--- src/rtl/core/assert_macros.svh ---
// Assertion macros shared by the RTL of the counting sort block.
// Needs signals named clk and rst_n in the scope where a macro is used.
`ifndef ASSERT_MACROS_SVH
`define ASSERT_MACROS_SVH

// Property checked at every rising clock edge outside of reset.
`define ASSERT_CLK(label, prop, msg) \
    label: assert property (@(posedge clk) disable iff (!rst_n) (prop)) else $error(msg);

// Implication checked at every rising clock edge outside of reset.
`define ASSERT_IMPL(label, cond, prop, msg) \
    label: assert property (@(posedge clk) disable iff (!rst_n) (cond) |-> (prop)) \
        else $error(msg);

`endif

--- src/rtl/core/cso_pkg.sv ---
// Package of the counting sort block: field widths, commands, count store operations.
// Used by cso_level_counter, counting_sort_descending and the testbench; depends on nothing else.
package cso_pkg;

    localparam int KEY_W         = 9;
    localparam int TAG_W         = 12;
    localparam int REC_W         = KEY_W + TAG_W;
    localparam int TDATA_W       = ((REC_W + 7) / 8) * 8;
    localparam int RECORDS_DEF   = 4096;
    localparam int GRADE_MAX_DEF = 100;

    localparam logic CMD_LOAD = 1'b0;
    localparam logic CMD_READ = 1'b1;

    typedef enum logic [1:0] {
        CNT_CLEAR,
        CNT_INC,
        CNT_DEC,
        CNT_PREFIX
    } cnt_op_t;

    typedef struct packed {
        logic    valid;
        cnt_op_t op;
    } cnt_req_t;

endpackage

--- src/rtl/core/cso_level_counter.sv ---
// Level count store of the counting sort with a read-modify-write pipeline.
// Depends on cso_pkg for the operation codes and the request struct.
module cso_level_counter #(
    parameter int LEVELS = 301,
    parameter int CNT_W  = 13,
    localparam int LVL_W = $clog2(LEVELS)
) (
    input  logic                  clk,
    input  logic                  rst_n,
    input  cso_pkg::cnt_req_t     req,
    input  logic [LVL_W-1:0]      addr,
    output cso_pkg::cnt_req_t     upd,
    output logic [CNT_W-1:0]      value
);
    import cso_pkg::*;

    logic [CNT_W-1:0] cnt_mem [LEVELS];
    logic [CNT_W-1:0] rd_data_reg;
    logic             s1_valid_reg;
    cnt_op_t          s1_op_reg;
    logic [LVL_W-1:0] s1_addr_reg;
    logic             byp_reg;
    logic [CNT_W-1:0] byp_val_reg;
    logic [CNT_W-1:0] acc_reg;
    logic [CNT_W-1:0] base;
    logic [CNT_W-1:0] acc_in;
    logic [CNT_W-1:0] new_val;

    // The previous request writes at the same edge at which this one reads,
    // so its result is forwarded when both hit the same level.
    assign base   = byp_reg ? byp_val_reg : rd_data_reg;
    assign acc_in = (s1_addr_reg == '0) ? '0 : acc_reg;

    always_comb
    begin
        case (s1_op_reg)
            CNT_INC:    new_val = base + CNT_W'(1);
            CNT_DEC:    new_val = base - CNT_W'(1);
            CNT_PREFIX: new_val = acc_in + base;
            CNT_CLEAR:  new_val = '0;
            default:    new_val = '0;
        endcase
    end

    always_ff @(posedge clk or negedge rst_n)
    begin
        if (!rst_n)
        begin
            s1_valid_reg <= 1'b0;
        end
        else
        begin
            s1_valid_reg <= req.valid;
        end
    end

    always_ff @(posedge clk)
    begin
        if (req.valid)
        begin
            rd_data_reg <= cnt_mem[addr];
        end
        if (s1_valid_reg)
        begin
            cnt_mem[s1_addr_reg] <= new_val;
            acc_reg              <= new_val;
        end
        s1_op_reg   <= req.op;
        s1_addr_reg <= addr;
        byp_reg     <= s1_valid_reg && (s1_addr_reg == addr);
        byp_val_reg <= new_val;
    end

    assign upd.valid = s1_valid_reg;
    assign upd.op    = s1_op_reg;
    assign value     = new_val;

endmodule

--- config.mk ---
export PLATFORM = sky130hd
export DESIGN_NAME = cso_level_counter
export DESIGN_NICKNAME = d
export VERILOG_FILES = /design/src/rtl/core/assert_macros.svh /design/src/rtl/core/cso_pkg.sv /design/src/rtl/core/cso_level_counter.sv
export SDC_FILE = /design/constraint.sdc
export NUM_CORES = 2
export LEC_CHECK = 0
export BUFFER_PORTS_ARGS = -buffer_cell sky130_fd_sc_hd__buf_2
export CELL_PAD_IN_SITES_DETAIL_PLACEMENT = 0
export CELL_PAD_IN_SITES_GLOBAL_PLACEMENT = 1
export CORE_MARGIN = 2
export CORE_UTILIZATION = 35
export CTS_CLUSTER_SIZE = 28
export DETAILED_ROUTE_END_ITERATION = 16
export PLACE_DENSITY = 0.59
export SYNTH_ARGS = -nofsm -noshare
export SYNTH_HDL_FRONTEND = slang
export SYNTH_SLANG_ARGS = --single-unit
export TNS_END_PERCENT = 1
--- constraint.sdc ---
create_clock -name clk -period 19.19 [get_ports clk]
set_clock_uncertainty 0.05 [all_clocks]
set_input_delay 0 -clock clk [delete_from_list [all_inputs] [get_ports clk]]
set_output_delay 0 -clock clk [all_outputs]
set_load 0.02 [all_outputs]
==> results by group <==
STA
  – Final min period: 7.07 ns
  – Max-slew headroom: -23.1%
  – Slack of the critical path: 12.12 ns
  – Final hold viol count: 0
  – TNS Setup: 0 ns
  – Achievable Freq: 0.141 GHz
  – Max Slew Vio Count: 144
  – RSZ-0062 raised after global routing: false
  – Final worst-path cycle share: 36.8%
  – Setup violators final: 0
  – Worst slew pin tran: 1.85 ns

Power and ir drop
  – Sw Ratio: 24.6%
  – Cell area power density: 114 mW/mm^2
  – Logic pwr share: 9.5%
  – Sequential share of power: 52.1%
  – Clk network pwr share: 38.4%
  – Static leakage: 0.0550 uW
  – Overall power: 20100 uW
  – Peak VDD IR: 0.0000960 V
  – Psw: 4950 uW
  – Int Pwr: 15100 uW

Die
  – Core Area: 0.439 sq mm
  – IO Pins: 30
  – DIE AREA: 0.446 sq mm
  – Initial Utilization: 35.2%
  – FP Rows: 243
  – Die W: 668 um
  – Die height: 668 um

Clock tree
  – Num CTS Buffers: 416
  – Maximum level of the CTS H-tree: 5
  – Reg clk slew, reported paths: 0.06 ns
  – Post-CTS Repair Setup Buffers: 0
  – CTS tree: built
  – Root Driver: clkbuf_16
  – Clk buf depth: 4
  – Clk sinks: 3965
  – Clock Latency Late Sink: 0.99 ns

GRT
  – Initial antenna violation count: 38
  – Global-route wire length before repair: 648 mm
  – Total congestion overflow: 0
  – Total track usage: 20.8%
  – Vias in the first global route: 77200
  – Largest net degree at the start of global routing: 200

Min path
  – Worst hold path endpoint: s1_addr_reg[0]
  – Hold depth: 2
  – Hold Path Class: in -> reg
  – Hold Startpoint: addr[0]

Synthesis
  – Largest family of logic cells by synthesized area: multiplexers
  – Synth Flop Type: edfxtp_1
  – Synthesis warning total: 0
  – Syn_area_per_cell: 22.0 sq um
  – Async SR Flop Fraction: 0.0252%
  – Post-synthesis mux area share: 16.3%
  – Simple-gate portion of the synthesized area: 2.41%
  – Synth Area in Compound Gates: 2.14%
  – Netlist cell types: 86
  – Seq/Total Area, Yosys: 77.0%
  – Synth Area in Adders: 0.110%
  – Post-synth EDFFs: 3939
  – XOR/XNOR Fraction of Synth Area: 0.108%
  – Syn_nets: 7040
  – Synth Instances: 7013
  – Cell Area, Synth: 0.154 sq mm
  – #FFs+latches synth: 3965

Run
  – Max Cap Violations: 0

Worst setup path
  – CP max stage cell: buf_4
  – Critical Path RT: 19.14 ns
  – FF-to-FF Start: s1_addr_reg[0]
  – Setup crit start kind: flop
  – Crit Path Max Fanout: 110
  – Worst path cell trace: nor2_1 > nand2_1 > o21a_1 > a21o_1 > fa_1 > a21o_1 > a21oi_1 > o21a_1 > o21ai_0 > a21oi_1 > xor2_1 > nor2_4 > buf_4 > buf_4 > buf_2
  – R2R Path End: cnt_mem[207][8]
  – Reg2reg setup slack: 12.90 ns
  – Setup crit end kind: output pin
  – Arrival @ worst endpoint: 7.02 ns
  – Worst Reg-to-Reg Cells: 14
  – Critical path type: reg -> out
  – CP peak stage delay: 0.89 ns

Route
  – DRT iter0 DRCs: 10300
  – DR pass1 iterations: 8
  – ANT nets after route: 0
  – Routed via count: 77600
  – Number of vias per cell: 5.65
  – WL final: 472 mm
  – Routed WL per cell: 34.4 um
  – Number of remaining DRC errors: 0

Layout
  – Layout cells sized above 1: 27.2%
  – Largest register FFs: 3913
  – Fillers: 38600
  – Nets@finish: 7527
  – Final non-filler cell area: 0.176 sq mm
  – Top reg by flops: cnt_mem
  – Area growth, synth to finish: 13.9%

Placed design
  – Hpwl dp: 285 mm
  – DP Area: 0.163 sq mm
  – GPL Wtd Cong: 0.834
  – Port Buf Inserts: 29
  – Pre-CTS setup slack: 12.03 ns

Status
  – Violated checks: max-slew violations
  – Status: finished, violations left
## cells in the final DEF, fill, tap and decap left out, types with 41 or more instances in the layout
| cell | count |
|---|---|
| nor2_1 | 285 |
| a21oi_1 | 75 |
| edfxtp_1 | 3939 |
| clkinv_1 | 123 |
| nor3_1 | 41 |
| nand3_1 | 49 |
| clkbuf_16 | 421 |
| o221ai_1 | 50 |
| clkbuf_1 | 85 |
| buf_4 | 413 |
| clkinv_2 | 80 |
| o22ai_1 | 60 |
| nand2_1 | 238 |
| mux2i_1 | 249 |
| mux4_1 | 46 |
| mux4_2 | 939 |
| o21ai_0 | 47 |
| nor2_2 | 92 |
## synth_stat cells, types with 10 or more instances
library cell / instances / area, sq um
clkbuf_1: 103 / 387
nor3_1: 42 / 210
buf_8: 27 / 405
o22ai_1: 60 / 375
nand2_1: 250 / 938
o211ai_1: 14 / 105
o31ai_1: 16 / 120
nor2b_1: 17 / 106
dfxtp_1: 25 / 500
and3_1: 19 / 119
a31oi_1: 27 / 169
a21o_1: 14 / 105
a311oi_1: 14 / 123
nand4_1: 10 / 62.6
mux2i_1: 249 / 2490
nor2_1: 386 / 1450
nand2b_1: 11 / 68.8
buf_2: 126 / 631
o21ai_0: 49 / 245
mux2_2: 33 / 372
and2_1: 23 / 144
or3_1: 14 / 87.6
buf_12: 20 / 400
o21a_1: 10 / 75.1
mux4_2: 939 / 21100
buf_6: 53 / 597
nor4_1: 12 / 75.1
nand3_1: 53 / 265
o221ai_1: 50 / 438
buf_1: 24 / 90.1
a22oi_1: 19 / 143
xnor2_1: 14 / 123
a2111oi_0: 18 / 158
ha_1: 12 / 150
edfxtp_1: 3939 / 118000
mux4_1: 46 / 1210
buf_4: 40 / 300
a211oi_1: 29 / 218
a21oi_1: 76 / 380
## power groups by stage
stage | combinational (uW) | sequential, uW | clock [uW]
3_5_place_dp | 1930 | 10600 | 0
4_1_cts | 1940 | 10400 | 7810
2_1_floorplan | 964 | 11000 | 0
5_1_grt | 2030 | 10500 | 8130
6_report | 1910 | 10500 | 7700
3_3_place_gp | 1850 | 10600 | 0
## cells by family (layout without fill, tap and decap cells)
| family | after synthesis | count (layout) |
|---|---|---|
| fa+ha+maj | 13 | 13 |
| mux | 1267 | 1267 |
| flops | 3965 | 3965 |
| compound gates | 469 | 469 |
| simple gates | 863 | 863 |
| xor+xnor | 19 | 19 |
| buf+inv | 417 | 1245 |
| other cells | 0 | 8 |
## worst max path at each step
stage | from | end | slack, ns | depth (start not counted)
3_3_place_gp | addr[0] | rd_data_reg[11] | 11.04 | 12
3_5_place_dp | addr[0] | rd_data_reg[0] | 12.03 | 13
4_1_cts | s1_addr_reg[0] | value[8] | 11.95 | 15
6_report | s1_addr_reg[0] | value[8] | 12.12 | 15
5_1_grt | s1_addr_reg[6] | value[8] | 11.55 | 16
2_1_floorplan | s1_addr_reg[6] | acc_reg[11] | 2.19 | 12
## layer usage
metal / part of all wire (%) / vias up / track usage [%]
met5: 0.024 / - / 0
met1: 41 / 42800 / 29.1
met3: 8.0 / 698 / 3.59
li1: - / 30600 / -
met4: 3.2 / 18 / 6.15
met2: 47 / 3479 / 33.5
## cell type report
cell class	instances	area (sq um)	area share [%]
clock inverters	253	1940	1.10
well taps	5880	7360	4.18
repair buffers	472	3710	2.11
inverters	14	72.6	0.0413
clock buffers	506	10900	6.17
diodes	8	20.0	0.0114
flip-flops and latches	3965	119000	67.6
multi-input cells	2631	33100	18.8
## repair_timing
| item | CTS | global route |
|---|---|---|
| hold buffers | 21 | 0 |
| gates resized for setup | 0 | 0 |
| hold endpoints to repair | 34 | 0 |
## worst max-delay path: cells and delay by family, from the launching register on
kind / cells / cell delay, ns
flops: 1 / 0.45
buf+inv: 3 / 1.90
compound gates: 7 / 1.58
fa+ha+maj: 1 / 0.44
simple gates: 3 / 1.39
xor+xnor: 1 / 0.13
## per-stage QoR
step / utilization [%] / hold WS (ns) / instances
5_1_grt: 40.1 / 0.106 / 13700
4_1_cts: 40.1 / 0.0255 / 13700
2_1_floorplan: - / -0.346 / 7013
6_report: 40.1 / 0.122 / 13700
3_3_place_gp: 37.1 / -0.266 / 12900
3_5_place_dp: 37.1 / -0.265 / 12900
No activity file was read; power rests on OpenSTA's default activity.
